<file path="config.mk">
export PLATFORM = sky130hd
export DESIGN_NAME = pulse_speed_meter
export DESIGN_NICKNAME = d
export VERILOG_FILES = /design/src/hw/rtl/psm_pkg.sv /design/src/hw/rtl/psm_ctrl.sv /design/src/hw/rtl/psm_datapath.sv /design/src/hw/rtl/pulse_speed_meter.sv
export SDC_FILE = /design/constraint.sdc
export NUM_CORES = 1
export LEC_CHECK = 0
export ABC_AREA = 1
export BUFFER_PORTS_ARGS = -buffer_cell sky130_fd_sc_hd__buf_2
export CAP_MARGIN = 5
export CELL_PAD_IN_SITES_DETAIL_PLACEMENT = 1
export CELL_PAD_IN_SITES_GLOBAL_PLACEMENT = 1
export CORE_ASPECT_RATIO = 1.25
export CORE_UTILIZATION = 30
export DETAILED_ROUTE_END_ITERATION = 16
export GPL_TIMING_DRIVEN = 0
export PLACE_DENSITY_LB_ADDON = 0.1
export RECOVER_POWER = 50
export SLEW_MARGIN = 5
export SYNTH_ARGS = -nofsm -noshare
export SYNTH_HDL_FRONTEND = slang
export SYNTH_SLANG_ARGS = --single-unit
</file>
<file path="constraint.sdc">
create_clock -name clock -period 7 [get_ports clock]
set_clock_uncertainty 0.15 [all_clocks]
set_input_delay 1.4 -clock clock [delete_from_list [all_inputs] [get_ports clock]]
set_output_delay 1.4 -clock clock [all_outputs]
set_load 0.005 [all_outputs]
</file>
<file path="src/hw/rtl/psm_pkg.sv">
// Shared types and constants of the pulse speed meter.
package psm_pkg;

   localparam int FILT_SCALE_LOG = 6;
   localparam int MAX_JUMP       = 1280;
   localparam int SPEED_CAP      = 32767;
   localparam logic [3:0] BLANK_DIGIT = 4'd10;

   typedef enum logic [1:0] {
      REQ_CAPTURE = 2'd0,
      REQ_PULSE   = 2'd1,
      REQ_TICK    = 2'd2,
      REQ_REFRESH = 2'd3
   } req_kind_type;

   typedef enum logic [1:0] {
      MODE_COARSE  = 2'd0,
      MODE_PRECISE = 2'd1,
      MODE_ZERO    = 2'd2
   } mode_type;

   typedef enum logic [2:0] {
      CSR_PERIOD_COEF  = 3'd0,
      CSR_COUNT_COEF   = 3'd1,
      CSR_TO_COARSE    = 3'd2,
      CSR_TO_PRECISE   = 3'd3,
      CSR_ZERO_TIMEOUT = 3'd4,
      CSR_RECORD_SPEED = 3'd5
   } csr_index_type;

   typedef enum logic [2:0] {
      ST_IDLE,
      ST_DIV_COARSE,
      ST_DIV_PRECISE,
      ST_FILTER,
      ST_DIGITS,
      ST_OUTPUT
   } state_type;

   // controller -> datapath
   typedef struct packed {
      logic event_apply;       // apply a non-refresh item, or latch a refresh item
      logic div_start;
      logic div_sel_prec;      // 0 coarse division, 1 precise division
      logic div_store_coarse;  // take finished coarse quotient
      logic div_store_prec;    // take finished precise quotient
      logic filter_step;       // mode decision, filter, maximum
      logic digit_start;
      logic out_load;
   } psm_cmd_type;

   // datapath -> controller
   typedef struct packed {
      logic div_done;
      logic digit_done;
   } psm_status_type;

endpackage

</file>
<file path="src/hw/rtl/psm_ctrl.sv">
// Controller state machine of the pulse speed meter.
module psm_ctrl
   import psm_pkg::*;
(
   input  logic           clock,
   input  logic           reset,
   input  logic           req_valid,
   input  logic [1:0]     req_type,
   output logic           req_stall,
   output logic           rsp_valid,
   input  logic           rsp_stall,
   input  psm_status_type status,
   output psm_cmd_type    cmd
);

   state_type state_ff, state_in;
   logic      req_take;

   assign req_take = req_valid && !req_stall;

   always_ff @(posedge clock) begin
      if (reset) begin
         state_ff <= ST_IDLE;
      end else begin
         state_ff <= state_in;
      end
   end

   always_comb begin
      state_in = state_ff;
      case (state_ff)
         ST_IDLE: begin
            if (req_take && req_type == REQ_REFRESH) state_in = ST_DIV_COARSE;
         end
         ST_DIV_COARSE: begin
            if (status.div_done) state_in = ST_DIV_PRECISE;
         end
         ST_DIV_PRECISE: begin
            if (status.div_done) state_in = ST_FILTER;
         end
         ST_FILTER: state_in = ST_DIGITS;
         ST_DIGITS: begin
            if (status.digit_done) state_in = ST_OUTPUT;
         end
         ST_OUTPUT: begin
            if (!rsp_stall) state_in = ST_IDLE;
         end
         default: state_in = ST_IDLE;
      endcase
   end

   always_comb begin
      cmd       = '0;
      req_stall = 1'b1;
      rsp_valid = 1'b0;
      case (state_ff)
         ST_IDLE: begin
            req_stall        = 1'b0;
            cmd.event_apply  = req_take;
            cmd.div_start    = req_take && req_type == REQ_REFRESH;
         end
         ST_DIV_COARSE: begin
            // coarse quotient stored while the precise division starts
            cmd.div_store_coarse = status.div_done;
            cmd.div_start        = status.div_done;
            cmd.div_sel_prec     = status.div_done;
         end
         ST_DIV_PRECISE: begin
            cmd.div_sel_prec   = 1'b1;
            cmd.div_store_prec = status.div_done;
         end
         ST_FILTER: begin
            cmd.filter_step = 1'b1;
            cmd.digit_start = 1'b1;
         end
         ST_DIGITS: begin
            cmd.out_load = status.digit_done;
         end
         ST_OUTPUT: begin
            rsp_valid = 1'b1;
         end
         default: ;
      endcase
   end

endmodule

</file>
<file path="src/hw/rtl/psm_datapath.sv">
// Datapath: event registers, serial divider, filter, maximum and digit split.
module psm_datapath
   import psm_pkg::*;
#(
   parameter int TIMER_BITS = 16
) (
   input  logic                  clock,
   input  logic                  reset,
   input  psm_cmd_type           cmd,
   output psm_status_type        status,
   input  logic [1:0]            req_type,
   input  logic [15:0]           capture_time,
   input  logic                  show_max,
   input  logic                  csr_write,
   input  logic [2:0]            csr_index,
   input  logic [21:0]           csr_data,
   output logic [14:0]           rsp_display_speed,
   output logic [3:0]            rsp_ones_digit,
   output logic [3:0]            rsp_tens_digit,
   output logic [3:0]            rsp_hundreds_digit,
   output logic                  rsp_record_flag,
   output logic [1:0]            rsp_measure_mode
);

   localparam int TB = TIMER_BITS;                            // timer width
   localparam int PB = TB + 1;                                // period incl. 2^TB
   localparam int NB = 28;                                    // numerator bits
   localparam int DB = (PB > 16) ? PB : 16;                   // divisor bits
   localparam int CB = $clog2(NB + 1);

   // configuration
   logic [21:0] period_coef_ff;
   logic [15:0] count_coef_ff, to_coarse_ff, to_precise_ff, zero_timeout_ff;
   logic [9:0]  record_speed_ff;

   always_ff @(posedge clock) begin
      if (reset) begin
         period_coef_ff  <= 22'd500000;
         count_coef_ff   <= 16'd977;
         to_coarse_ff    <= 16'd1000;
         to_precise_ff   <= 16'd1440;
         zero_timeout_ff <= 16'd1000;
         record_speed_ff <= 10'd60;
      end else if (csr_write) begin
         case (csr_index)
            CSR_PERIOD_COEF:  period_coef_ff  <= csr_data;
            CSR_COUNT_COEF:   count_coef_ff   <= csr_data[15:0];
            CSR_TO_COARSE:    to_coarse_ff    <= csr_data[15:0];
            CSR_TO_PRECISE:   to_precise_ff   <= csr_data[15:0];
            CSR_ZERO_TIMEOUT: zero_timeout_ff <= csr_data[15:0];
            CSR_RECORD_SPEED: record_speed_ff <= csr_data[9:0];
            default: ;
         endcase
      end
   end

   // event state
   logic [TB-1:0] last_cap_ff, period_ff;
   logic [15:0]   tick_ff, held_ff;
   mode_type      mode_ff, mode_in;
   logic [23:0]   coarse_ff;
   logic signed [31:0] acc_ff;
   logic          first_ff;
   logic [14:0]   max_ff;
   logic          show_ff;
   logic [15:0]   tick_inc;
   logic [TB-1:0] stamp;
   logic [NB-1:0] precise_ff;

   assign tick_inc = tick_ff + 16'd1;
   assign stamp    = TB'(capture_time);

   // serial restoring divider
   logic [NB-1:0] num_ff;
   logic [DB:0]   rem_ff;
   logic [DB-1:0] den_ff;
   logic [CB-1:0] cnt_ff;
   logic          busy_ff;
   logic [DB:0]   rem_sh;
   logic [NB-1:0] div_num;
   logic [DB-1:0] div_den;

   always_comb begin
      if (cmd.div_sel_prec) begin
         div_num = {period_coef_ff, 6'd0};
         if (period_ff == '0) div_den = DB'({1'b1, {TB{1'b0}}});
         else                 div_den = DB'(period_ff);
      end else begin
         div_num = NB'({count_coef_ff, 6'd0});
         div_den = DB'(held_ff);
      end
   end

   assign rem_sh = {rem_ff[DB-1:0], num_ff[NB-1]};

   always_ff @(posedge clock) begin
      if (reset) begin
         busy_ff <= 1'b0;
         cnt_ff  <= '0;
      end else if (cmd.div_start) begin
         busy_ff <= 1'b1;
         cnt_ff  <= CB'(NB);
         num_ff  <= div_num;
         den_ff  <= div_den;
         rem_ff  <= '0;
      end else if (busy_ff) begin
         if (rem_sh >= {1'b0, den_ff}) begin
            rem_ff <= rem_sh - {1'b0, den_ff};
            num_ff <= {num_ff[NB-2:0], 1'b1};
         end else begin
            rem_ff <= rem_sh;
            num_ff <= {num_ff[NB-2:0], 1'b0};
         end
         cnt_ff <= cnt_ff - CB'(1);
         if (cnt_ff == CB'(1)) busy_ff <= 1'b0;
      end
   end

   logic done_ff;
   always_ff @(posedge clock) begin
      if (reset) done_ff <= 1'b0;
      else       done_ff <= busy_ff && cnt_ff == CB'(1);
   end
   assign status.div_done = done_ff;

   // filter
   logic signed [31:0] u_val, acc_base, diff, acc_new;
   logic [25:0]        shown_w;
   logic [14:0]        speed;
   logic               apply_f;

   always_comb begin
      mode_in = mode_ff;
      if (mode_ff == MODE_PRECISE && coarse_ff < 24'(to_coarse_ff))
         mode_in = MODE_COARSE;
      else if (mode_ff == MODE_COARSE && coarse_ff > 24'(to_precise_ff))
         mode_in = MODE_PRECISE;
      u_val    = (mode_in == MODE_COARSE) ? 32'(coarse_ff) : 32'(precise_ff);
      acc_base = first_ff ? u_val : acc_ff;
      diff     = u_val - acc_base;
      apply_f  = diff < 32'sd1280;
      // truncation toward zero
      acc_new  = acc_base + ((diff < 0) ? -((-diff) >>> FILT_SCALE_LOG)
                                        : (diff >>> FILT_SCALE_LOG));
      if (!apply_f) acc_new = acc_base;
      if (mode_in == MODE_ZERO) acc_new = '0;
   end

   always_comb begin
      if (acc_ff < 0) shown_w = '0;
      else            shown_w = 26'(acc_ff >>> FILT_SCALE_LOG);
      speed = (shown_w > 26'(SPEED_CAP)) ? 15'(SPEED_CAP) : shown_w[14:0];
   end

   logic       flag_ff;
   logic       speed_stage_ff;

   always_ff @(posedge clock) begin
      if (reset) begin
         last_cap_ff <= '0;
         period_ff   <= TB'(16'hFFFF);
         tick_ff     <= '0;
         held_ff     <= '0;
         mode_ff     <= MODE_ZERO;
         coarse_ff   <= '0;
         acc_ff      <= '0;
         first_ff    <= 1'b1;
      end else begin
         if (cmd.event_apply) begin
            case (req_type)
               REQ_CAPTURE: begin
                  period_ff   <= stamp - last_cap_ff;
                  last_cap_ff <= stamp;
               end
               REQ_PULSE: begin
                  tick_ff <= '0;
                  if (mode_ff == MODE_ZERO) begin
                     held_ff <= zero_timeout_ff;
                     mode_ff <= MODE_COARSE;
                  end else begin
                     held_ff <= tick_ff;
                  end
               end
               REQ_TICK: begin
                  if (tick_inc >= zero_timeout_ff) begin
                     tick_ff   <= '0;
                     coarse_ff <= '0;
                     mode_ff   <= MODE_ZERO;
                  end else begin
                     tick_ff <= tick_inc;
                  end
               end
               default: show_ff <= show_max;
            endcase
         end
         if (cmd.div_store_coarse && held_ff != '0)
            coarse_ff <= 24'(num_ff);
         if (cmd.div_store_prec)
            precise_ff <= num_ff;
         if (cmd.filter_step) begin
            mode_ff <= mode_in;
            acc_ff  <= acc_new;
            if (mode_in != MODE_ZERO) first_ff <= 1'b0;
         end
      end
   end

   // maximum and digits in the cycle after the filter step
   logic [14:0] speed_ff;
   logic [14:0] max_next;
   logic [14:0] shown;
   always_ff @(posedge clock) begin
      if (reset) begin
         speed_stage_ff <= 1'b0;
         max_ff         <= '0;
         flag_ff        <= 1'b0;
      end else begin
         speed_stage_ff <= cmd.filter_step;
         if (speed_stage_ff) begin
            flag_ff <= 1'b0;
            if (speed > max_ff) begin
               max_ff  <= speed;
               flag_ff <= 15'(record_speed_ff) <= speed;
            end
         end
      end
   end
   assign speed_ff = speed;
   // maximum including the speed of this refresh, before max_ff catches up
   assign max_next = (speed > max_ff) ? speed : max_ff;

   // digit split by repeated subtraction, one hundred or ten per cycle
   logic [14:0] dv_ff;
   logic [3:0]  ones_q, tens_q;
   logic [3:0]  hund_ff, tens_ff;
   logic [1:0]  dphase_ff;   // 0 idle, 1 load, 2 hundreds, 3 tens
   logic        ddone_ff;

   assign shown = show_ff ? max_next : speed_ff;

   always_ff @(posedge clock) begin
      if (reset) begin
         dphase_ff <= 2'd0;
         ddone_ff  <= 1'b0;
      end else begin
         ddone_ff <= 1'b0;
         case (dphase_ff)
            2'd0: if (cmd.digit_start) dphase_ff <= 2'd1;
            2'd1: begin
               dv_ff     <= shown;
               hund_ff   <= '0;
               tens_ff   <= '0;
               dphase_ff <= 2'd2;
            end
            2'd2: begin
               if (dv_ff >= 15'd100) begin
                  dv_ff   <= dv_ff - 15'd100;
                  hund_ff <= (hund_ff == 4'd9) ? 4'd0 : hund_ff + 4'd1;
               end else begin
                  dphase_ff <= 2'd3;
               end
            end
            default: begin
               if (dv_ff >= 15'd10) begin
                  dv_ff   <= dv_ff - 15'd10;
                  tens_ff <= tens_ff + 4'd1;
               end else begin
                  dphase_ff <= 2'd0;
                  ddone_ff  <= 1'b1;
               end
            end
         endcase
      end
   end
   assign status.digit_done = ddone_ff;
   assign ones_q = dv_ff[3:0];
   assign tens_q = tens_ff;

   always_ff @(posedge clock) begin
      if (cmd.out_load) begin
         rsp_display_speed  <= shown;
         rsp_ones_digit     <= ones_q;
         rsp_tens_digit     <= (shown >= 15'd10) ? tens_q : BLANK_DIGIT;
         rsp_hundreds_digit <= (shown >= 15'd100) ? hund_ff : BLANK_DIGIT;
         rsp_record_flag    <= flag_ff;
         rsp_measure_mode   <= mode_ff;
      end
   end

endmodule

</file>
<file path="src/hw/rtl/pulse_speed_meter.sv">
// Top level of the pulse speed meter: controller plus datapath.
// Capture, pulse and tick items are taken one per cycle while no refresh is in progress
// and give no result. A refresh item runs two 28-step serial divisions, a filter step
// and a digit split (one hundred or ten per cycle); no further item is taken until its
// result has been accepted.
// Synchronous active-high reset restores register defaults and zero mode.
module pulse_speed_meter
   import psm_pkg::*;
#(
   parameter int TIMER_BITS = 16
) (
   input  logic        clock,
   input  logic        reset,
   input  logic        req_valid,
   output logic        req_stall,
   input  logic [1:0]  req_type,
   input  logic [15:0] req_capture_time,
   input  logic        req_show_max,
   output logic        rsp_valid,
   input  logic        rsp_stall,
   output logic [14:0] rsp_display_speed,
   output logic [3:0]  rsp_ones_digit,
   output logic [3:0]  rsp_tens_digit,
   output logic [3:0]  rsp_hundreds_digit,
   output logic        rsp_record_flag,
   output logic [1:0]  rsp_measure_mode,
   input  logic        csr_write,
   input  logic [2:0]  csr_index,
   input  logic [21:0] csr_data
);

   psm_cmd_type    cmd;
   psm_status_type status;

   // sequencing of one item at a time
   psm_ctrl u_ctrl (
      .clock     (clock),
      .reset     (reset),
      .req_valid (req_valid),
      .req_type  (req_type),
      .req_stall (req_stall),
      .rsp_valid (rsp_valid),
      .rsp_stall (rsp_stall),
      .status    (status),
      .cmd       (cmd)
   );

   // arithmetic and state
   psm_datapath #(.TIMER_BITS(TIMER_BITS)) u_datapath (
      .clock              (clock),
      .reset              (reset),
      .cmd                (cmd),
      .status             (status),
      .req_type           (req_type),
      .capture_time       (req_capture_time),
      .show_max           (req_show_max),
      .csr_write          (csr_write),
      .csr_index          (csr_index),
      .csr_data           (csr_data),
      .rsp_display_speed  (rsp_display_speed),
      .rsp_ones_digit     (rsp_ones_digit),
      .rsp_tens_digit     (rsp_tens_digit),
      .rsp_hundreds_digit (rsp_hundreds_digit),
      .rsp_record_flag    (rsp_record_flag),
      .rsp_measure_mode   (rsp_measure_mode)
   );

endmodule

</file>
==> results <==
- The run finished, with violations left.
- The final reports fail on max-capacitance violations, max-slew violations, negative setup slack.
- The number of buffers and inverters on the critical path is 8.
- The remaining design rule violation count is 0.
- The clock reaches the later pin of the worst-skew pair after 580 ps.
- The slowest cell on the critical path is sky130_fd_sc_hd__fa_2.
- The first global-routing pass estimated 152000 µm of wire.
- The share of total power dissipated in the clock network is 0.289.
- The top flip-flop cell by instance count after synthesis is sky130_fd_sc_hd__dfxtp_1.
- The worst stage delay on the critical path is 580 ps.
- The number of pins exceeding their max-slew limit in the final report came to 29.
- Total power for the finished layout comes to 7.97 mW.
- The floorplan step set the die width to 264 µm.
- The critical path capture point type is a flip-flop.
- For the pin with the worst max-slew slack, the measured transition is 1750 ps.
- The floorplan step defined a die boundary enclosing 87200 µm².
- The wire-length estimate of the detail-placed layout is 80700 µm.
- During synthesis, Yosys emitted a total of 0 warnings.
- The sequential group share of total power is 0.329.
- The total detailed-routing wirelength is 100000 µm.
- sky130_fd_sc_hd__dfxtp_1 takes more of the synthesized area than any other cell.
- In this run the static leakage power is 13.9 nW.
- The DRC violation total after the first TritonRoute iteration is 995.
- Sorting the synthesized cells by area gives the leading types as sky130_fd_sc_hd__dfxtp_1 19%, sky130_fd_sc_hd__edfxtp_1 17%, sky130_fd_sc_hd__nand2_1 12%, sky130_fd_sc_hd__ha_1 9.0%, sky130_fd_sc_hd__inv_1 8.6%.
- The met3 layer wire length in the routed design is 1620 µm.
- TritonCTS built the clock tree.
- The time the final worst path needs with I/O delays and setup is 7640 ps.
- The clock net in this run drives a total of 393 sinks.
- The share of final-layout standard cells stronger than drive strength 1 is 0.172.
- The number of enable flip-flop cells after synthesis is 144.
- The reg2reg setup slack is -640 ps.
- The cell area after synthesis is 25800 µm².
- The launching element of the worst setup path is u_datapath.to_coarse_ff[1].
- Before antenna repair, the detailed router went through 5 iterations.
- The cell area reported after detailed placement is 27700 µm².
- The global-route usage over all layers is 0.227.
- The clock input transition at the sequential cells of the worst setup and hold paths is 60 ps.
- The area taken by multi-input logic gates is 15700 µm².
- Setup repair after global routing could not meet its margin everywhere.
- The arrival time of data at the critical path endpoint is 7970 ps.
- Max-cap violations in this run came to 1.
- After filler insertion, the fill cell instance count of the layout stands at 10455.
- No sink is reached through more buffers than the 3 on the longest clock path.
- The number of synthesized register bits is 393.
- The net total in the final layout is 4137.
- The count of hold-fix buffers inserted at cts is 0.
- After synthesis, the netlist uses 58 different library cells.
- The logic gate share of total power is 0.382.
- The portion of synthesized cell area occupied by the leading cell type is 0.193.
- The startpoint kind of the worst setup timing path is a flip-flop.
- For this run the aggregate overflow at the end of global routing stands at 0.
- After synthesis, the mean cell area works out to 7.07 µm².
- In this run the power density over the cells is 249 nW/µm².
- STA puts the critical path data required time at 7330 ps.
- The internal power consumption is 4.99 mW.
- Once detail routing completed, the nets flagged for antenna violations numbered 0.
- The number of antenna cells inserted is 0.
- The total count of hold-check failures in the final report is 0.
- The commonest cells after synthesis are 796 x sky130_fd_sc_hd__nand2_1, 593 x sky130_fd_sc_hd__inv_1, 359 x sky130_fd_sc_hd__o21ai_0.
- During I/O placement, the number of pins put on the boundary was 81.
- The number of antenna violations at the first check in global routing is 0.
- The switching share of power is 0.373.
- In the detailed route, the total length drawn on met2 is 52900 µm.
- In the final routed layout, each cell accounts on average for 20.0 µm.
- The family with the most delay on the worst path is simple AND/OR/NAND/NOR gates.
- The last weighted congestion value of the routability-driven placer is 0.875.
- The number of global-route vias before repair came to 25865.
- The tree is rooted in a sky130_fd_sc_hd__clkbuf_16.
- The area growth from synthesis to layout is 24.2%.
- The largest net degree at the start of global routing is 29.
- The fraction of the cycle the final worst path needs is 1.09.
- The share of flip-flops with an asynchronous set or reset is 0.
- The class of the tightest hold or removal check is flip-flop to flip-flop.
- The number of standard cells after synthesis is 3649.
- The peak fanout along the critical path is 5.
- The core region is 84700 µm².
- The post-layout worst setup margin is -638 ps.
- The initial utilization of the core area, before any placement, comes to 0.305.
- The detailed router placed 24890 vias in this run.
- Buffers placed on the I/O ports in this run total 80.
- Of the synthesized area, sequential elements account for 0.361.
- The finished cells cover 32100 µm².
- The switching component of the power is 2.97 mW.
- The net count of the mapped netlist is 3887.
- Dividing the detail-routed via count by the number of cells gives 4.96.
- The number of cells on the worst reg-to-reg path is 50.
- The wire length on met1 is 41000 µm.
- The H-tree level count is 2.
- The worst-case IR drop observed on VDD is 0.000181 V.
- Counting stages on the worst path, the most repeated cell is sky130_fd_sc_hd__nand2_4.
- TritonCTS created 43 clock buffers.
- The die span in y is 330 µm.
- The highest metal layer with signal wires is met4.
- The core utilization of the finished layout is 0.378.
- The beginning of the worst register-to-register path is u_datapath.to_coarse_ff[1].
- Summing all flip-flop and latch instances after layout gives 9350 µm².
- The maximum operating frequency is 131 MHz.
- The relative max-transition margin is -0.169.
- In this run the number of cells on the critical path is 50.
- In the post-synthesis netlist, the cell with the most instances is sky130_fd_sc_hd__nand2_1.
- The worst setup path is of the flip-flop to flip-flop kind.
- Setup violations remaining at the end of the flow were counted as 17.
- The endpoint of the worst setup timing path is u_datapath.acc_ff[30].
- The worst register-to-register path ends at u_datapath.acc_ff[30].
- The floorplan has 119 rows.
## layer usage
| metal | track usage | vias up |
|---|---|---|
| li1 | - | 12490 |
| met1 | 0.256 | 11941 |
| met2 | 0.437 | 294 |
| met3 | 0.0144 | 165 |
| met4 | 0.0985 | 0 |
| met5 | 0 | - |
## metrics by stage
step | cells | hold WS (ps) | worst slack, ps | setup TNS, ps
after global placement | 4818 | 282 | -4070 | -90680
after floorplan | 3649 | 259 | 221 | 0
after global routing | 5020 | 307 | -1050 | -13510
final | 5020 | 295 | -638 | -5860
after CTS | 4950 | 296 | -993 | -9840
after detailed placement | 4825 | 287 | -4050 | -89310
## layout by cell type (no fill, tap or decap), types with 8 or more instances in the layout
cell type                   netlist  final
sky130_fd_sc_hd__nor4_1          11      9
sky130_fd_sc_hd__buf_4            1    107
sky130_fd_sc_hd__buf_6            0      9
sky130_fd_sc_hd__nand2_4          9     24
sky130_fd_sc_hd__ha_4             0     30
sky130_fd_sc_hd__o21ai_4          0     27
sky130_fd_sc_hd__inv_2           12     32
sky130_fd_sc_hd__nand3_2          9     22
sky130_fd_sc_hd__nor3_1          25     17
sky130_fd_sc_hd__inv_1          593    570
sky130_fd_sc_hd__o221ai_1        15     13
sky130_fd_sc_hd__a21oi_1        265    230
sky130_fd_sc_hd__nor2_1         337    297
sky130_fd_sc_hd__xnor2_1         25     23
sky130_fd_sc_hd__buf_2            5     56
sky130_fd_sc_hd__clkbuf_1       102    139
sky130_fd_sc_hd__nand4_1         47     47
sky130_fd_sc_hd__o21ai_1          8     37
sky130_fd_sc_hd__nor2_4           6     28
sky130_fd_sc_hd__a31oi_1         23     22
sky130_fd_sc_hd__o22ai_1         51     51
sky130_fd_sc_hd__a21oi_4          0      8
sky130_fd_sc_hd__nand2_1        796    709
sky130_fd_sc_hd__dfxtp_1        249    233
sky130_fd_sc_hd__buf_12           0     10
sky130_fd_sc_hd__nand2_2         22     94
sky130_fd_sc_hd__o211ai_1        30     30
sky130_fd_sc_hd__a21oi_2          0     27
sky130_fd_sc_hd__o21ai_0        359    284
sky130_fd_sc_hd__ha_1           185    143
sky130_fd_sc_hd__o21ai_2          0     19
sky130_fd_sc_hd__or2_2           13     13
sky130_fd_sc_hd__ha_2             0     12
sky130_fd_sc_hd__dfxtp_2          0      9
sky130_fd_sc_hd__xor2_1          60     55
sky130_fd_sc_hd__edfxtp_1       144    144
sky130_fd_sc_hd__clkbuf_16        0     49
sky130_fd_sc_hd__nand3_1        158    140
sky130_fd_sc_hd__nor2_2          13     31
## state kept, by name, indices dropped and copies added (netlist names), 5 cells and up
name                          cells
u_datapath.acc_ff                32
u_datapath.num_ff                28
u_datapath.precise_ff            28
u_datapath.coarse_ff             24
u_datapath.period_coef_ff        22
u_datapath.den_ff                17
u_datapath.rem_ff                17
u_datapath.count_coef_ff         16
u_datapath.held_ff               16
u_datapath.last_cap_ff           16
u_datapath.period_ff             16
u_datapath.tick_ff               16
u_datapath.to_coarse_ff          16
u_datapath.to_precise_ff         16
u_datapath.zero_timeout_ff       16
u_datapath.dv_ff                 15
u_datapath.max_ff                15
u_datapath.rsp_display_speed     15
u_datapath.record_speed_ff       10
u_datapath.cnt_ff                 5
## power by group through the flow
| stage | Combinational, mW | Clock, mW | Sequential (mW) |
|---|---|---|---|
| 3_5_place_dp | 2.28 | 0 | 2.67 |
| 4_1_cts | 2.60 | 2.37 | 2.62 |
| 5_1_grt | 3.36 | 2.44 | 2.63 |
| 2_1_floorplan | 1.60 | 0 | 2.64 |
| 6_report | 3.04 | 2.30 | 2.62 |
| 3_3_place_gp | 2.26 | 0 | 2.67 |
## repair_timing
item                                    4_1_cts  5_1_grt
cloned                                        0        2
setup buffers                                48       68
endpoints found under the setup margin       32       31
pin swaps                                    52      121
resized for setup                           238      324
endpoints found under the hold margin         0        0
## how the worst min path moves through the flow
stage                                               to  cells past startpoint                  from
after floorplan             u_datapath.rsp_record_flag                      0    u_datapath.flag_ff
after global placement        u_datapath.precise_ff[5]                      0  u_datapath.num_ff[5]
after detailed placement  u_datapath.rsp_ones_digit[0]                      0   u_datapath.dv_ff[0]
after CTS                 u_datapath.rsp_ones_digit[0]                      0   u_datapath.dv_ff[0]
after global routing          u_datapath.precise_ff[9]                      0  u_datapath.num_ff[9]
final                         u_datapath.precise_ff[9]                      0  u_datapath.num_ff[9]
## worst reg2reg max path: cells and delay by family, from the launching register on
kind / cells / cell delay, ps
AND/OR/NAND/NOR: 26 / 3230
adder cells (fa/ha/maj): 4 / 1270
flip-flops: 1 / 320
buffers and inverters: 8 / 820
AO/OA/AOI/OAI: 10 / 1320
XOR/XNOR: 2 / 460
## final cells by class
class / count / share of cell area
buffer: 110 / 0.0172
clock buffer: 62 / 0.0381
clock inverter: 15 / 0.00461
inverter: 607 / 0.0714
multi-input combinational: 2539 / 0.490
sequential: 393 / 0.292
tap: 1089 / 0.0425
timing repair buffer: 205 / 0.0445
## cells by family (layout without fill, tap and decap cells)
group | Yosys count | after routing | share of synthesized area
DFF | 393 | 393 | 0.361
AOI/OAI and AO/OA | 794 | 794 | 0.168
adders and majority gates | 189 | 189 | 0.0928
muxes | 2 | 2 | 0.000776
and+or+nand+nor | 1468 | 1468 | 0.244
buffers and inverters | 717 | 999 | 0.105
xor gates and xnor gates | 86 | 86 | 0.0295
No activity file was read; power rests on OpenSTA's default activity.
